### config.mk
export PLATFORM = sky130hd
export DESIGN_NAME = ascii_reply_line_parser
export DESIGN_NICKNAME = d
export VERILOG_FILES = /design/src/arlp_pkg.sv /design/src/arlp_front.sv /design/src/arlp_queue.sv /design/src/arlp_back.sv /design/src/ascii_reply_line_parser.sv
export SDC_FILE = /design/constraint.sdc
export NUM_CORES = 1
export LEC_CHECK = 0
export BUFFER_PORTS_ARGS = -buffer_cell sky130_fd_sc_hd__buf_4
export CORE_UTILIZATION = 48
export CTS_BUF_LIST = sky130_fd_sc_hd__clkbuf_4 sky130_fd_sc_hd__clkbuf_8
export CTS_CLUSTER_DIAMETER = 150
export DETAILED_ROUTE_END_ITERATION = 10
export GPL_ROUTABILITY_DRIVEN = 0
export PLACE_DENSITY_LB_ADDON = 0.3
export SLEW_MARGIN = 10
export SYNTH_ARGS = -nofsm -noshare
export SYNTH_HDL_FRONTEND = slang
export SYNTH_SLANG_ARGS = --single-unit
### constraint.sdc
create_clock -name clk -period 6.6 [get_ports clk]
set_input_delay 0.66 -clock clk [delete_from_list [all_inputs] [get_ports clk]]
set_output_delay 0.66 -clock clk [all_outputs]
set_load 0.01 [all_outputs]
### src/arlp_pkg.sv
package arlp_pkg;

    // Reply status codes
    localparam logic [2:0] STATUS_OK       = 3'd0;
    localparam logic [2:0] STATUS_DEV_ERR  = 3'd1;
    localparam logic [2:0] STATUS_TOO_LONG = 3'd2;
    localparam logic [2:0] STATUS_TOO_SHORT = 3'd3;
    localparam logic [2:0] STATUS_TIMEOUT  = 3'd4;

    // number_found codes
    localparam logic [1:0] FOUND_NONE   = 2'd0;
    localparam logic [1:0] FOUND_SIGN   = 2'd1;
    localparam logic [1:0] FOUND_NUMBER = 2'd2;

    // Characters of interest
    localparam logic [7:0] CHAR_STAR    = 8'h2A;
    localparam logic [7:0] CHAR_T       = 8'h54;
    localparam logic [7:0] CHAR_P       = 8'h50;
    localparam logic [7:0] CHAR_MINUS   = 8'h2D;
    localparam logic [7:0] CHAR_PLUS    = 8'h2B;
    localparam logic [7:0] CHAR_ZERO    = 8'h30;
    localparam logic [7:0] CHAR_NINE    = 8'h39;
    localparam logic [7:0] CHAR_NEWLINE = 8'h0A;
    localparam logic [7:0] CHAR_NUL     = 8'h00;

    localparam logic [7:0] LINE_LIMIT_RESET = 8'd255;
    localparam logic [7:0] COUNT_MAX        = 8'd255;

    // Magnitude saturation
    localparam logic [63:0] MAG_LIMIT    = 64'h8000_0000_0000_0000;
    localparam logic [63:0] MAG_STEP_MAX = 64'd922337203685477580;
    localparam logic [63:0] POS_MAX      = 64'h7FFF_FFFF_FFFF_FFFF;

    // Output tdata layout
    localparam int OUT_TDATA_W = 80;

    // Classified byte, front to back
    typedef struct packed {
        logic       timeout;
        logic       is_digit;
        logic [3:0] digit;
        logic       is_star;
        logic       is_tp;
        logic       is_sign;
        logic       is_minus;
        logic       is_nul;
        logic       is_newline;
    } class_t;

endpackage

### src/arlp_front.sv
module arlp_front
(
    input  logic [7:0]      rx_byte,
    input  logic            rx_timeout,
    output arlp_pkg::class_t cls
);

    logic       digit_hit;
    logic [7:0] digit_off;

    assign digit_hit = (rx_byte >= arlp_pkg::CHAR_ZERO) && (rx_byte <= arlp_pkg::CHAR_NINE);
    assign digit_off = rx_byte - arlp_pkg::CHAR_ZERO;

    // Classify one received byte; a timeout masks every byte class but is_minus
    always_comb
    begin
        cls.timeout    = rx_timeout;
        cls.is_digit   = !rx_timeout && digit_hit;
        cls.digit      = digit_off[3:0];
        cls.is_star    = !rx_timeout && (rx_byte == arlp_pkg::CHAR_STAR);
        cls.is_tp      = !rx_timeout && ((rx_byte == arlp_pkg::CHAR_T) ||
                                         (rx_byte == arlp_pkg::CHAR_P));
        cls.is_sign    = !rx_timeout && ((rx_byte == arlp_pkg::CHAR_MINUS) ||
                                         (rx_byte == arlp_pkg::CHAR_PLUS));
        cls.is_minus   = (rx_byte == arlp_pkg::CHAR_MINUS);
        cls.is_nul     = !rx_timeout && (rx_byte == arlp_pkg::CHAR_NUL);
        cls.is_newline = !rx_timeout && (rx_byte == arlp_pkg::CHAR_NEWLINE);
    end

endmodule

### src/arlp_queue.sv
module arlp_queue
(
    input  logic             clk,
    input  logic             rst_n,
    input  logic             push,
    input  arlp_pkg::class_t push_data,
    output logic             not_full,
    input  logic             pop,
    output arlp_pkg::class_t pop_data,
    output logic             not_empty
);

    arlp_pkg::class_t mem [2];
    logic       wr_ptr_reg, wr_ptr_next;
    logic       rd_ptr_reg, rd_ptr_next;
    logic [1:0] count_reg, count_next;

    assign not_full  = (count_reg != 2'd2);
    assign not_empty = (count_reg != 2'd0);
    assign pop_data  = mem[rd_ptr_reg];

    // Pointer and fill bookkeeping
    always_comb
    begin
        wr_ptr_next = wr_ptr_reg ^ push;
        rd_ptr_next = rd_ptr_reg ^ pop;
        count_next  = count_reg + {1'b0, push} - {1'b0, pop};
    end

    always_ff @(posedge clk or negedge rst_n)
    begin
        if (!rst_n)
        begin
            wr_ptr_reg <= 1'b0;
            rd_ptr_reg <= 1'b0;
            count_reg  <= 2'd0;
        end
        else
        begin
            wr_ptr_reg <= wr_ptr_next;
            rd_ptr_reg <= rd_ptr_next;
            count_reg  <= count_next;
        end
    end

    // Entry storage
    always_ff @(posedge clk)
    begin
        if (push)
        begin
            mem[wr_ptr_reg] <= push_data;
        end
    end

endmodule

### src/arlp_back.sv
module arlp_back
(
    input  logic             clk,
    input  logic             rst_n,
    input  logic             line_limit_we,
    input  logic [7:0]       line_limit_wdata,
    input  logic             q_valid,
    input  arlp_pkg::class_t q_data,
    output logic             q_pop,
    output logic             m_tvalid,
    input  logic             m_tready,
    output logic [arlp_pkg::OUT_TDATA_W-1:0] m_tdata
);

    // Number scan phases
    localparam logic [1:0] PH_SEEK   = 2'd0;
    localparam logic [1:0] PH_SIGN   = 2'd1;
    localparam logic [1:0] PH_DIGITS = 2'd2;
    localparam logic [1:0] PH_CLOSED = 2'd3;

    logic [7:0]  line_limit_reg;
    logic [7:0]  byte_count_reg, byte_count_next;
    logic        ack_seen_reg, ack_seen_next;
    logic [1:0]  scan_phase_reg, scan_phase_next;
    logic        is_negative_reg, is_negative_next;
    logic [63:0] accumulator_reg, accumulator_next;
    logic        warn_flag_reg, warn_flag_next;
    logic        digits_seen_reg, digits_seen_next;

    logic        out_valid_reg, out_valid_next;
    logic [2:0]  out_status_reg, out_status_next;
    logic [7:0]  out_length_reg, out_length_next;
    logic [63:0] out_mag_reg, out_mag_next;
    logic        out_neg_reg, out_neg_next;
    logic [1:0]  out_found_reg, out_found_next;
    logic        out_warn_reg, out_warn_next;

    logic [7:0]  count_inc;
    logic [63:0] acc_times_ten;
    logic [63:0] acc_digit;
    logic        acc_big;
    logic        line_done;
    logic        emits;
    logic        out_free;
    logic [63:0] value;

    // Digit accumulate: acc*10 + d with saturation at 2^63
    always_comb
    begin
        acc_big       = accumulator_reg > arlp_pkg::MAG_STEP_MAX;
        acc_times_ten = (accumulator_reg << 3) + (accumulator_reg << 1) +
                        {60'd0, q_data.digit};
        if (acc_big || (acc_times_ten > arlp_pkg::MAG_LIMIT))
            acc_digit = arlp_pkg::MAG_LIMIT;
        else
            acc_digit = acc_times_ten;
    end

    // Per-byte line state update
    always_comb
    begin
        count_inc        = (byte_count_reg != arlp_pkg::COUNT_MAX) ?
                           byte_count_reg + 8'd1 : byte_count_reg;
        byte_count_next  = count_inc;
        ack_seen_next    = ack_seen_reg | q_data.is_star;
        warn_flag_next   = warn_flag_reg | ((count_inc == 8'd2) && q_data.is_tp);
        scan_phase_next  = scan_phase_reg;
        is_negative_next = is_negative_reg;
        accumulator_next = accumulator_reg;
        digits_seen_next = digits_seen_reg;

        unique case (scan_phase_reg)
            PH_SEEK:
            begin
                if (q_data.is_digit)
                begin
                    accumulator_next = acc_digit;
                    digits_seen_next = 1'b1;
                    scan_phase_next  = PH_DIGITS;
                end
                else if (q_data.is_nul)
                begin
                    scan_phase_next = PH_CLOSED;
                end
                else if (q_data.is_sign)
                begin
                    is_negative_next = q_data.is_minus;
                    scan_phase_next  = PH_SIGN;
                end
            end
            PH_SIGN, PH_DIGITS:
            begin
                if (q_data.is_digit)
                begin
                    accumulator_next = acc_digit;
                    digits_seen_next = 1'b1;
                    scan_phase_next  = PH_DIGITS;
                end
                else
                begin
                    scan_phase_next = PH_CLOSED;
                end
            end
            PH_CLOSED:
            begin
            end
        endcase
    end

    // Line end and result fields
    always_comb
    begin
        line_done = q_data.is_newline || (count_inc >= line_limit_reg);
        emits     = q_data.timeout || line_done;
        out_free  = !out_valid_reg || m_tready;
        q_pop     = q_valid && (!emits || out_free);

        out_length_next = 8'd0;
        if (q_data.timeout)
            out_status_next = arlp_pkg::STATUS_TIMEOUT;
        else if (count_inc >= line_limit_reg)
            out_status_next = arlp_pkg::STATUS_TOO_LONG;
        else if (count_inc < 8'd2)
            out_status_next = arlp_pkg::STATUS_TOO_SHORT;
        else if (ack_seen_next)
        begin
            out_status_next = arlp_pkg::STATUS_OK;
            out_length_next = count_inc - 8'd1;
        end
        else
            out_status_next = arlp_pkg::STATUS_DEV_ERR;

        if (q_data.timeout)
        begin
            out_mag_next  = accumulator_reg;
            out_neg_next  = is_negative_reg;
            out_warn_next = warn_flag_reg;
            if (digits_seen_reg)
                out_found_next = arlp_pkg::FOUND_NUMBER;
            else if (scan_phase_reg != PH_SEEK)
                out_found_next = arlp_pkg::FOUND_SIGN;
            else
                out_found_next = arlp_pkg::FOUND_NONE;
        end
        else
        begin
            out_mag_next  = accumulator_next;
            out_neg_next  = is_negative_next;
            out_warn_next = warn_flag_next;
            if (digits_seen_next)
                out_found_next = arlp_pkg::FOUND_NUMBER;
            else if (scan_phase_next != PH_SEEK)
                out_found_next = arlp_pkg::FOUND_SIGN;
            else
                out_found_next = arlp_pkg::FOUND_NONE;
        end

        if (q_pop && emits)
            out_valid_next = 1'b1;
        else if (m_tready)
            out_valid_next = 1'b0;
        else
            out_valid_next = out_valid_reg;
    end

    // Config register and line state
    always_ff @(posedge clk or negedge rst_n)
    begin
        if (!rst_n)
        begin
            line_limit_reg  <= arlp_pkg::LINE_LIMIT_RESET;
            byte_count_reg  <= 8'd0;
            ack_seen_reg    <= 1'b0;
            scan_phase_reg  <= PH_SEEK;
            is_negative_reg <= 1'b0;
            accumulator_reg <= 64'd0;
            warn_flag_reg   <= 1'b0;
            digits_seen_reg <= 1'b0;
            out_valid_reg   <= 1'b0;
        end
        else
        begin
            if (line_limit_we)
                line_limit_reg <= line_limit_wdata;
            out_valid_reg <= out_valid_next;
            if (q_pop)
            begin
                if (emits)
                begin
                    byte_count_reg  <= 8'd0;
                    ack_seen_reg    <= 1'b0;
                    scan_phase_reg  <= PH_SEEK;
                    is_negative_reg <= 1'b0;
                    accumulator_reg <= 64'd0;
                    warn_flag_reg   <= 1'b0;
                    digits_seen_reg <= 1'b0;
                end
                else
                begin
                    byte_count_reg  <= byte_count_next;
                    ack_seen_reg    <= ack_seen_next;
                    scan_phase_reg  <= scan_phase_next;
                    is_negative_reg <= is_negative_next;
                    accumulator_reg <= accumulator_next;
                    warn_flag_reg   <= warn_flag_next;
                    digits_seen_reg <= digits_seen_next;
                end
            end
        end
    end

    // Result payload
    always_ff @(posedge clk)
    begin
        if (q_pop && emits)
        begin
            out_status_reg <= out_status_next;
            out_length_reg <= out_length_next;
            out_mag_reg    <= out_mag_next;
            out_neg_reg    <= out_neg_next;
            out_found_reg  <= out_found_next;
            out_warn_reg   <= out_warn_next;
        end
    end

    // Signed value from magnitude; zero magnitude covers "no digits"
    always_comb
    begin
        if (out_neg_reg)
            value = 64'd0 - out_mag_reg;
        else if (out_mag_reg[63])
            value = arlp_pkg::POS_MAX;
        else
            value = out_mag_reg;
    end

    assign m_tvalid = out_valid_reg;
    assign m_tdata  = {2'b00, out_warn_reg, out_found_reg, value,
                       out_length_reg, out_status_reg};

endmodule

### src/ascii_reply_line_parser.sv
// Reply line parser for a pan-tilt unit's serial link. Each input item is one
// received byte (s_tdata) or, with s_tuser high, a read timeout. Every line ends
// in exactly one result item: on a newline, on reaching line_limit bytes, or on
// a timeout. The result carries the status, the line length (ok status only),
// the first signed decimal number saturated to 64 bits, whether a sign or
// number was found, and the second-byte 'T'/'P' sync warning. One item is taken
// per clock unless the output stalls: a combinational classifier feeds a
// two-entry queue, and the line state unit does one multiply-by-ten-and-add
// update per clock while it pops. A result's last byte passes the queue; the
// result is held in the m_tvalid output register, so input keeps flowing while
// it waits. The user must write line_limit via line_limit_we/line_limit_wdata
// only while the block is idle; the block itself does not enforce this.
module ascii_reply_line_parser
(
    input  logic        clk,
    input  logic        rst_n,
    input  logic        line_limit_we,
    input  logic [7:0]  line_limit_wdata,
    input  logic        s_tvalid,
    output logic        s_tready,
    input  logic [7:0]  s_tdata,   // [7:0] rx_byte
    input  logic        s_tuser,   // [0] rx_timeout
    output logic        m_tvalid,
    input  logic        m_tready,
    // [2:0] reply_status, [10:3] reply_length, [74:11] number_value,
    // [76:75] number_found, [77] sync_warning, [79:78] zero
    output logic [arlp_pkg::OUT_TDATA_W-1:0] m_tdata
);

    arlp_pkg::class_t cls;
    arlp_pkg::class_t q_data;
    logic             q_not_full;
    logic             q_valid;
    logic             q_pop;

    assign s_tready = q_not_full;

    arlp_front u_front
    (
        .rx_byte    (s_tdata),
        .rx_timeout (s_tuser),
        .cls        (cls)
    );

    arlp_queue u_queue
    (
        .clk       (clk),
        .rst_n     (rst_n),
        .push      (s_tvalid && q_not_full),
        .push_data (cls),
        .not_full  (q_not_full),
        .pop       (q_pop),
        .pop_data  (q_data),
        .not_empty (q_valid)
    );

    arlp_back u_back
    (
        .clk              (clk),
        .rst_n            (rst_n),
        .line_limit_we    (line_limit_we),
        .line_limit_wdata (line_limit_wdata),
        .q_valid          (q_valid),
        .q_data           (q_data),
        .q_pop            (q_pop),
        .m_tvalid         (m_tvalid),
        .m_tready         (m_tready),
        .m_tdata          (m_tdata)
    );

endmodule

; Word-level counts from Yosys, hierarchy flattened
; Memories as Yosys holds them, arrays and structs flattened.
; Cells that the tools add are included.
; Widths: inputs -> output; s select.
[word_totals]
register_bits = 170
ramBits = 24
n_memories = 1
[classes]
n_addsub = 8
magnitude_cmp = 6
eq_ne = 11
muxes = 39
bitwise = 5
reduce_logical = 31
[mem_list]
columns = memory, depth, width, rd, rd_clocked_by_memory_dff, wr, line_no
row1 = u_queue.mem, 2, 12, 1, 0, 1, arlp_queue.sv:13  ; arlp_pkg::class_t mem [2];
[ops]
columns = cell, n
row1 = $mux 64, 6
row2 = $add 64x4->64, 1
row3 = $add 64x64->64, 1
row4 = $gt 64x60->1 const B, 1
row5 = $gt 64x64->1 const B, 1
row6 = $sub 1x64->64 const A, 1
row7 = $mux 63, 1
row8 = $eq 8x6->1 const B, 3
row9 = $mux 1, 20
row10 = $eq 8x7->1 const B, 2
row11 = $mux 8, 2
row12 = $mux 2, 7
row13 = $logic_and 1x1->1, 11
row14 = $add 8x1->8 const B, 1
row15 = $eq 8x2->1 const B, 1
row16 = $eq 8x4->1 const B, 1
row17 = $ge 8x6->1 const B, 1
row18 = $ge 8x8->1, 1
row19 = $le 8x6->1 const B, 1
row20 = $logic_not 8->1, 1
row21 = $lt 8x2->1 const B, 1
row22 = $ne 8x8->1 const B, 1
row23 = $reduce_bool 2->1, 4
row24 = $sub 8x1->8 const B, 1
row25 = 17 further kinds, 29

; Longest topological paths before layout
; Gate-level depths: netlist of run 1.
[logic_depth]
word_depth = 10
mapped_depth = 20
ltp_nobuf = 19

; Hierarchy
; A second synthesis of run 1 with hierarchy kept.
[unflattened]
hier_cells = 1875
hier_area_um2 = 15805.2
[modules_own_cells]
columns = module, instances, cells_per_inst, area_each_um2, seq_area_each_um2
row1 = arlp_back, 1, 1798, 14517.7, 4559.4
row2 = arlp_queue, 1, 53, 1111.1, 820.8
row3 = arlp_front, 1, 23, 170.2, 0.0
row4 = ascii_reply_line_parser, 1, 1, 6.3, 0.0

; Worst setup path after synthesis of run 1
; No wires, ideal clock.
[synth_path]
path_type = register to register
from = reg u_back.byte_count_reg[0]
to = reg u_back.accumulator_reg[10]
t_arrival_ps = 6706
t_required_ps = 6479
slack_ps = -227
path_stages_with_launch = 18
path_buffers = 2
path_cell_list = dfrtp_1 -> ha_1 -> nand2_1 -> nor3_1 -> mux2_2 -> ha_1 -> a21o_1 -> a21o_1 -> a21o_1 -> a21o_1 -> a21oi_1 -> o211ai_1 -> nor2_1 -> nor2_1 -> nor2b_1 -> clkbuf_1 -> clkbuf_1 -> a22o_1
[synth_between]
elab_chain_cells = 8
word_cells_on_any_way = 10
[synth_lines]
columns = element, line_no
row1 = start: declaration, arlp_back.sv:22  ; logic [7:0] byte_count_reg, byte_count_next;
row2 = start signal: assignment, arlp_back.sv:200  ; byte_count_reg <= byte_count_next;
row3 = $add 8x1->8 / $ne 8x8->1 (equally long branches), "arlp_back.sv:63, arlp_back.sv:62"
row4 = $mux 8 (*), arlp_back.sv:62  ; count_inc = (byte_count_reg != arlp_pkg::COUNT_MAX) ?
row5 = $ge 8x8->1 (*), arlp_back.sv:113  ; line_done = q_data.is_newline || (count_inc >= line_limit_reg);
row6 = $logic_or 1x1->1 (*), arlp_back.sv:113
row7 = $logic_or 1x1->1 (*), arlp_back.sv:114  ; emits = q_data.timeout || line_done;
row8 = $logic_not 1->1, arlp_back.sv:116  ; q_pop = q_valid && (!emits || out_free);
row9 = $logic_or 1x1->1, arlp_back.sv:116
row10 = $logic_and 1x1->1, arlp_back.sv:116
row11 = end signal: assignment, arlp_back.sv:204  ; accumulator_reg <= accumulator_next;
row12 = end: declaration, arlp_back.sv:26  ; logic [63:0] accumulator_reg, accumulator_next;
; Every way passes the cells marked *; elsewhere a longest branch is shown, timed or not.
; A chain may end at the register's enable or synchronous reset.

; Worst setup path in the final report of run 1
[layout_path]
from = reg u_back.accumulator_reg[11]
to = reg u_back.out_mag_reg[0] (data pin)
[layout_between]
elab_chain_cells = 8
word_cells_on_any_way = 9
[layout_lines]
columns = element, line_no
row1 = $add 64x64->64, arlp_back.sv:51  ; acc_times_ten = (accumulator_reg << 3) + (accumulator_reg << 1) +
row2 = $add 64x4->64, arlp_back.sv:51
row3 = $gt 64x64->1, arlp_back.sv:53  ; if (acc_big || (acc_times_ten > arlp_pkg::MAG_LIMIT))
row4 = $logic_or 1x1->1 (*), arlp_back.sv:53
row5 = $mux 64 (*), arlp_back.sv:53
row6 = $mux 64 (*), "arlp_back.sv:75, arlp_back.sv:93"
row7 = $mux 64 (*), -
row8 = $mux 64 (*), arlp_back.sv:133  ; if (q_data.timeout)
row9 = named net u_back.out_mag_next[0], arlp_back.sv:33  ; logic [63:0] out_mag_reg, out_mag_next;
row10 = end signal: assignment, arlp_back.sv:219  ; out_mag_reg <= out_mag_next;
row11 = end: declaration, arlp_back.sv:33
; The timed path passes the listed nets; every way through them passes the cells marked *.

==> run_results.csv, run 1 <==
group,metric,value,unit
timing,tns,0,ns
route,num_vias,14900,
floorplan,die_area,34000,µm²
logic_synthesis,yosysSeqAreaShare,33.7,%
logic_synthesis,syn_inst,1870,
route,viasPerCell,6.35,
final_layout,finalCoreUtilization,53.4,%
pwr,p_total,6.13,mW
logic_synthesis,ys.flop_type,"edfxtp_1",
timing,setup_viol,0,
pwr,power.density,352,nW/µm²
floorplan,die_h,184,µm
timing,worstMarginPinSlew,1.10,ns
setup_path,required,6.93,ns
logic_synthesis,ys_types,82,
place,hpwl,37.2,mm
route,postRouteAntennaNets,0,
global_routing,grt_pass1_vias,13600,
timing,min_period,5.62,ns
setup_path,path_class,"flip-flop to flip-flop",
place,numPortBuffers,101,
setup_path,cp.arrival,5.95,ns
logic_synthesis,syn_avg_cell_area,8.53,µm²
clock_tree,numCtsBuffers,17,
global_routing,grt_start_max_net_pins,83,
setup_path,timing.rr.start,"u_back.accumulator_reg[11]$_DFFE_PN0P_",
setup_path,critPathLaunchType,"flip-flop",
run,cap_viol_max_count,0,
timing,slew_viol_final,0,
clock_tree,htree_levels,4,
pwr,max-vdd-ir-drop,0.216,mV
global_routing,grt.overflow.total,0,
setup_path,cp-end-kind,"flip-flop",
clock_tree,clk_pin_slew,0.10,ns
final_layout,final_nets,2064,
logic_synthesis,async_flop_share,46.9,%
setup_path,regToRegEndpoint,"u_back.out_mag_reg[0]$_DFFE_PP_",
timing,clock.fmax,178,MHz
logic_synthesis,yosys_warnings,0,
pwr,leakagePower,7.39,nW
global_routing,grt_pass1_wl,74.1,mm
clock_tree,cts_tree,"built",
status,run_status,"completed",
floorplan,die_w,184,µm
final_layout,syn_to_final_growth,9.27,%
route,post_drt_wl_per_cell,20.0,µm
clock_tree,holdBufCountCts,0,
setup_path,r2r_slack,0.98,ns
clock_tree,postCtsSetupRepairBufs,0,
setup_path,worst-path-max-fanout,56,
final_layout,drive_above_1_share,11.0,%
setup_path,reg2reg_depth,14,
timing,rsz0062_at_grt,"false",
floorplan,start_util,48.9,%
floorplan,coreArea,32600,µm²
logic_synthesis,syn_area,16000,µm²
timing,clock_skew,0.00987,ns
floorplan,ios,104,
route,drt_iter0_drc,1572,
timing,finalHoldViolations,0,
route,firstDrtPassIters,6,
global_routing,grt.total_usage,27.8,%
floorplan,rows,66,
route,wirelength,47.0,mm
global_routing,antenna_found_initial,1,
timing,finalCritPeriodShare,85.2,%
clock_tree,insertion_delay,0.48,ns
final_layout,diodes,0,
clock_tree,max-clock-path-buffers,2,
logic_synthesis,synth-edff-count,103,
min_path,holdCritPathClass,"primary input to async pin",
clock_tree,cts_repair_resize_count,0,
final_layout,fillers,3027,
clock_tree,clkSinkCount,194,
route,drc,0,
logic_synthesis,ys_seq_elements,194,
timing,slew_headroom,26.4,%
clock_tree,root_buffer,"clkbuf_8",
routing by layer:
layer	track usage (%)	vias to the layer above	share of wire, %
met5	0	-	0.030
met4	8.37	2	2.4
met3	4.80	75	8.8
met2	42.3	689	43
met1	40.1	7110	45
li1	-	7068	-
cells in the final DEF, fill, tap and decap left out, drive strengths merged, types with 6 or more instances in the layout:
cell type    n
a31oi       30
mux2         8
o31ai       18
a211o       12
edfxtp     103
nor4        23
nor3        46
and3         8
clkbuf      18
buf        118
ha         140
or3         27
or2         18
nand3       47
a21o        24
a22o        38
or4         15
mux2i       15
a21oi      123
nand2      191
o2bb2ai     31
nor2b       13
xnor2       41
o21ai      101
nor2       220
nand4       46
clkinv       8
o22a        21
o21a        27
inv         53
xor2        24
and2         7
a211oi      14
dfrtp       83
nor3b        6
nand2b      36
o211ai      73
dfstp        8
Yosys cell counts, types with 10 or more instances:
cell type    n  area (µm²)
nor3_1      44         220
or4_1       10        75.1
a31oi_1     30         188
xor2_1      24         210
clkbuf_1   100         375
nand2b_1    36         225
dfrtp_1     83        2080
xnor2_1     41         359
o21ai_0     98         490
nand3_1     46         230
o22a_1      21         184
nand2_1    191         717
a211oi_1    14         105
edfxtp_1   103        3090
a21oi_1    123         616
a22o_1      38         333
mux2i_1     15         150
a21o_1      24         180
o211ai_1    73         548
a211o_1     12         105
nor4_1      22         138
nor2_1     219         822
o31ai_1     18         135
nor2b_1     12        75.1
ha_1       140        1750
o2bb2ai_1   31         272
or3_1       26         163
o21a_1      27         203
or2_2       16         100
nand4_1     46         288
inv_1       47         176
critical path: stages, from the launching register on:
cell and delay (ns):
dfrtp_1 0.47, ha_1 0.32, ha_1 0.43, nand2_1 0.13, o21ai_0 0.61, a211o_1 0.18
nor3_1 0.05, o21ai_0 0.80, nor4bb_1 0.74, nand4_1 0.22, nor4_1 0.46, and4_1 0.38
a31oi_4 0.10, buf_4 0.32, nor2_1 0.20
how the worst max path moves through the flow:
stage,start,end,slack (ns),depth (start not counted)
after floorplan,u_back.byte_count_reg[0]$_DFFE_PN0P_,u_back.accumulator_reg[10]$_DFFE_PN0P_,1.09,17
after global placement,u_queue.rd_ptr_reg$_DFF_PN0_,u_back.out_mag_reg[2]$_DFFE_PP_,1.40,18
after detailed placement,u_back.accumulator_reg[11]$_DFFE_PN0P_,u_back.out_mag_reg[47]$_DFFE_PP_,1.27,14
after CTS,u_back.accumulator_reg[10]$_DFFE_PN0P_,u_back.out_mag_reg[47]$_DFFE_PP_,1.24,14
after global routing,u_queue.rd_ptr_reg$_DFF_PN0_,u_back.out_mag_reg[47]$_DFFE_PP_,0.92,18
final,u_back.accumulator_reg[11]$_DFFE_PN0P_,u_back.out_mag_reg[0]$_DFFE_PP_,0.98,14
cells by family after synthesis:
kind of cell    Yosys count  synth area share, %
simple gates            724                 22.2
compound gates          565                 24.0
flops                   194                 33.7
buf+inv                 156                 3.77
fa+ha+maj               142                 11.2
xor+xnor                 65                 3.57
mux                      23                 1.51
other cells               1               0.0235
layout make-up:
type	instances	area (µm²)	share of cell area, %
Sequential cell	194	5380	30.9
Multi-Input combinational cell	1521	10000	57.5
Inverter	48	180	1.03
Clock inverter	14	148	0.847
Tap cell	442	553	3.17
Clock buffer	18	248	1.42
Timing Repair Buffer	118	898	5.15
per-stage QoR:
step | instance area (µm²) | hold WS [ns] | std cells | worst slack (ns)
finish | 17400 | 0.0977 | 2355 | 0.980
global placement | 17000 | 0.470 | 2323 | 1.40
floorplan | 16000 | 0.364 | 1871 | 1.09
global route | 17400 | 0.101 | 2355 | 0.925
detailed placement | 17000 | 0.483 | 2323 | 1.27
CTS | 17400 | 0.0865 | 2355 | 1.24
power by group:
part / total (mW) / internal [mW] / switching, mW
Combinational: 3.20 / 1.27 / 1.93
Sequential: 2.15 / 1.80 / 0.356
Clock: 0.773 / 0.322 / 0.451
No activity file was read; power rests on OpenSTA's default activity.
==> inputs of run 2 (changes only) <==
CELL_PAD_IN_SITES_DETAIL_PLACEMENT = 1   (was unset)
CELL_PAD_IN_SITES_GLOBAL_PLACEMENT = 1   (was unset)
CORE_UTILIZATION = 44   (was 48)
==> run 2 against run 1 <==
  * The flow now finishes with violations (DRC)
  * Total power increased by 2.4%
  * Cell count increased by 0.76%
  * Maximum frequency shrank 4.7%
  * Core utilization is 4.5 points lower
  * Register-to-register slack lost 0.28 ns
  * Sequential power about the same
  * Global-route usage up 1.6 points
  * Hold slack lost 0.0092 ns
  * Critical path depth rose by 2
  * Critical path type unchanged
==> run_results.csv, run 2 (same netlist as run 1, synthesis figures left out) <==
group,metric,value,unit
status,run_status,"finished, violations left",
status,violations,"DRC",
global_routing,grt_pass1_vias,15100,
timing,clock.fmax,170,MHz
floorplan,die_h,192,µm
final_layout,fillers,4255,
timing,worstMarginPinSlew,1.10,ns
floorplan,die_w,192,µm
final_layout,final_cell_mix,"nor2_1, nand2_1, ha_1, a21oi_1, buf_4",
pwr,power.density,359,nW/µm²
route,drt_iter0_drc,1293,
timing,slew_viol_final,0,
global_routing,antenna_found_initial,0,
final_layout,final_nets,2063,
place,numPortBuffers,101,
final_layout,drive_above_1_share,10.9,%
setup_path,path_class,"flip-flop to flip-flop",
final_layout,finalCoreUtilization,49.0,%
run,cap_viol_max_count,0,
global_routing,grt_start_max_net_pins,87,
route,wirelength,54.6,mm
pwr,max-vdd-ir-drop,0.222,mV
setup_path,cp.arrival,6.10,ns
final_layout,layout_commonest_cell,"nor2_1",
timing,setup_viol,0,
route,viasPerCell,6.44,
final_layout,syn_to_final_growth,9.48,%
setup_path,cp_slowest_stage_delay,0.69,ns
global_routing,grt.overflow.total,0,
clock_tree,cts_tree,"built",
pwr,leakagePower,7.39,nW
place,hpwl,43.5,mm
global_routing,grt_pass1_wl,85.0,mm
timing,rsz0062_at_grt,"false",
timing,clock_skew,0.0197,ns
setup_path,worst-path-max-fanout,45,
setup_path,worstPathCellList,"inv_1, fa_1, inv_1, ha_1, a21o_1, a211o_1, and3_1, o311a_1, a211oi_1, nand2_1, a221oi_1, nand2b_1, nand2_1, a31oi_4, buf_4, nor2_1",
setup_path,path_buf_inv,3,
floorplan,ios,104,
setup_path,critPathLaunchType,"flip-flop",
route,firstDrtPassIters,8,
clock_tree,numCtsBuffers,17,
route,post_drt_wl_per_cell,23.0,µm
timing,finalHoldViolations,0,
clock_tree,holdBufCountCts,0,
floorplan,coreArea,35700,µm²
setup_path,cp-end-kind,"flip-flop",
final_layout,final_area,17500,µm²
clock_tree,htree_levels,4,
clock_tree,max-clock-path-buffers,2,
floorplan,die_area,37000,µm²
route,postRouteAntennaNets,0,
floorplan,start_util,44.7,%
clock_tree,insertion_delay,0.48,ns
global_routing,grt.total_usage,29.4,%
clock_tree,cts_repair_resize_count,0,
timing,finalCritPeriodShare,89.3,%
place,place_area,17100,µm²
timing,slew_headroom,26.7,%
timing,min_period,5.90,ns
floorplan,rows,69,
clock_tree,root_buffer,"clkbuf_8",
clock_tree,clkSinkCount,194,
setup_path,required,6.80,ns
timing,tns,0,ns
clock_tree,postCtsSetupRepairBufs,0,
route,num_vias,15300,
route,drc,30,
clock_tree,clk_pin_slew,0.11,ns
setup_path,slowest_stage,"a211oi_1",
final_layout,finalNonFillerCells,2373,
setup_path,crit_family,"compound AO/OA/AOI/OAI gates",
timing,whs,0.0885,ns
final_layout,diodes,0,
min_path,holdCritPathClass,"primary input to async pin",
place,dp.cells,2341,
run 2: cell types whose count changed in the layout (fill, tap and decap cells not counted):
cell       delta
a2111oi_0     -1
a2111oi_1     +1
buf_4         -1
clkbuf_4      +2
clkbuf_8      -1
clkinv_2      -2
clkinv_4      -3
clkinv_8      +2
inv_6         +2
run 2: worst paths after layout:
check,startpoint,endpoint,slack (ns),cells after the start
max reg2reg,u_back.accumulator_reg[2]$_DFFE_PN0P_,u_back.out_mag_reg[41]$_DFFE_PP_,0.70,16
max in group asynchronous,rst_n,u_back.accumulator_reg[56]$_DFFE_PN0P_,5.29,2
max,u_back.accumulator_reg[2]$_DFFE_PN0P_,u_back.out_mag_reg[41]$_DFFE_PP_,0.70,16
min reg2reg,u_back.digits_seen_reg$_DFFE_PN0P_,u_back.digits_seen_reg$_DFFE_PN0P_,0.51,2
min in group clk,line_limit_wdata[6],u_back.line_limit_reg[6]$_DFFE_PN1P_,0.38,3
min,rst_n,u_back.m_tvalid$_DFFE_PN0P_,0.09,1
run 2: power by group:
group | internal (mW) | switching [mW]
combinational | 1.28 | 2.02
sequential | 1.79 | 0.373
clock | 0.330 | 0.473
run 2: final cells by class:
class / instances / area, µm² / area share [%]
Clock buffer: 19 / 249 / 1.43
Sequential cell: 194 / 5380 / 30.8
Multi-Input combinational cell: 1521 / 10000 / 57.4
Tap cell: 461 / 577 / 3.30
Timing Repair Buffer: 117 / 891 / 5.10
Clock inverter: 13 / 161 / 0.924
Inverter: 48 / 180 / 1.03
run 2: stage by stage:
stage	total power, mW	setup WS [ns]
4_1_cts	6.27	0.813
2_1_floorplan	4.09	1.09
6_report	6.27	0.704
3_3_place_gp	5.32	1.14
5_1_grt	6.68	0.531
3_5_place_dp	5.46	0.908
run 2: layer usage:
layer | wire, µm | share of wire (%) | track usage [%] | vias to the layer above
met5 | 0 | 0 | 0 | -
met4 | 1350 | 2.5 | 9.02 | 0
met3 | 3670 | 6.7 | 4.40 | 74
met2 | 24200 | 44 | 45.4 | 516
met1 | 25500 | 47 | 41.9 | 7606
li1 | - | - | - | 7077
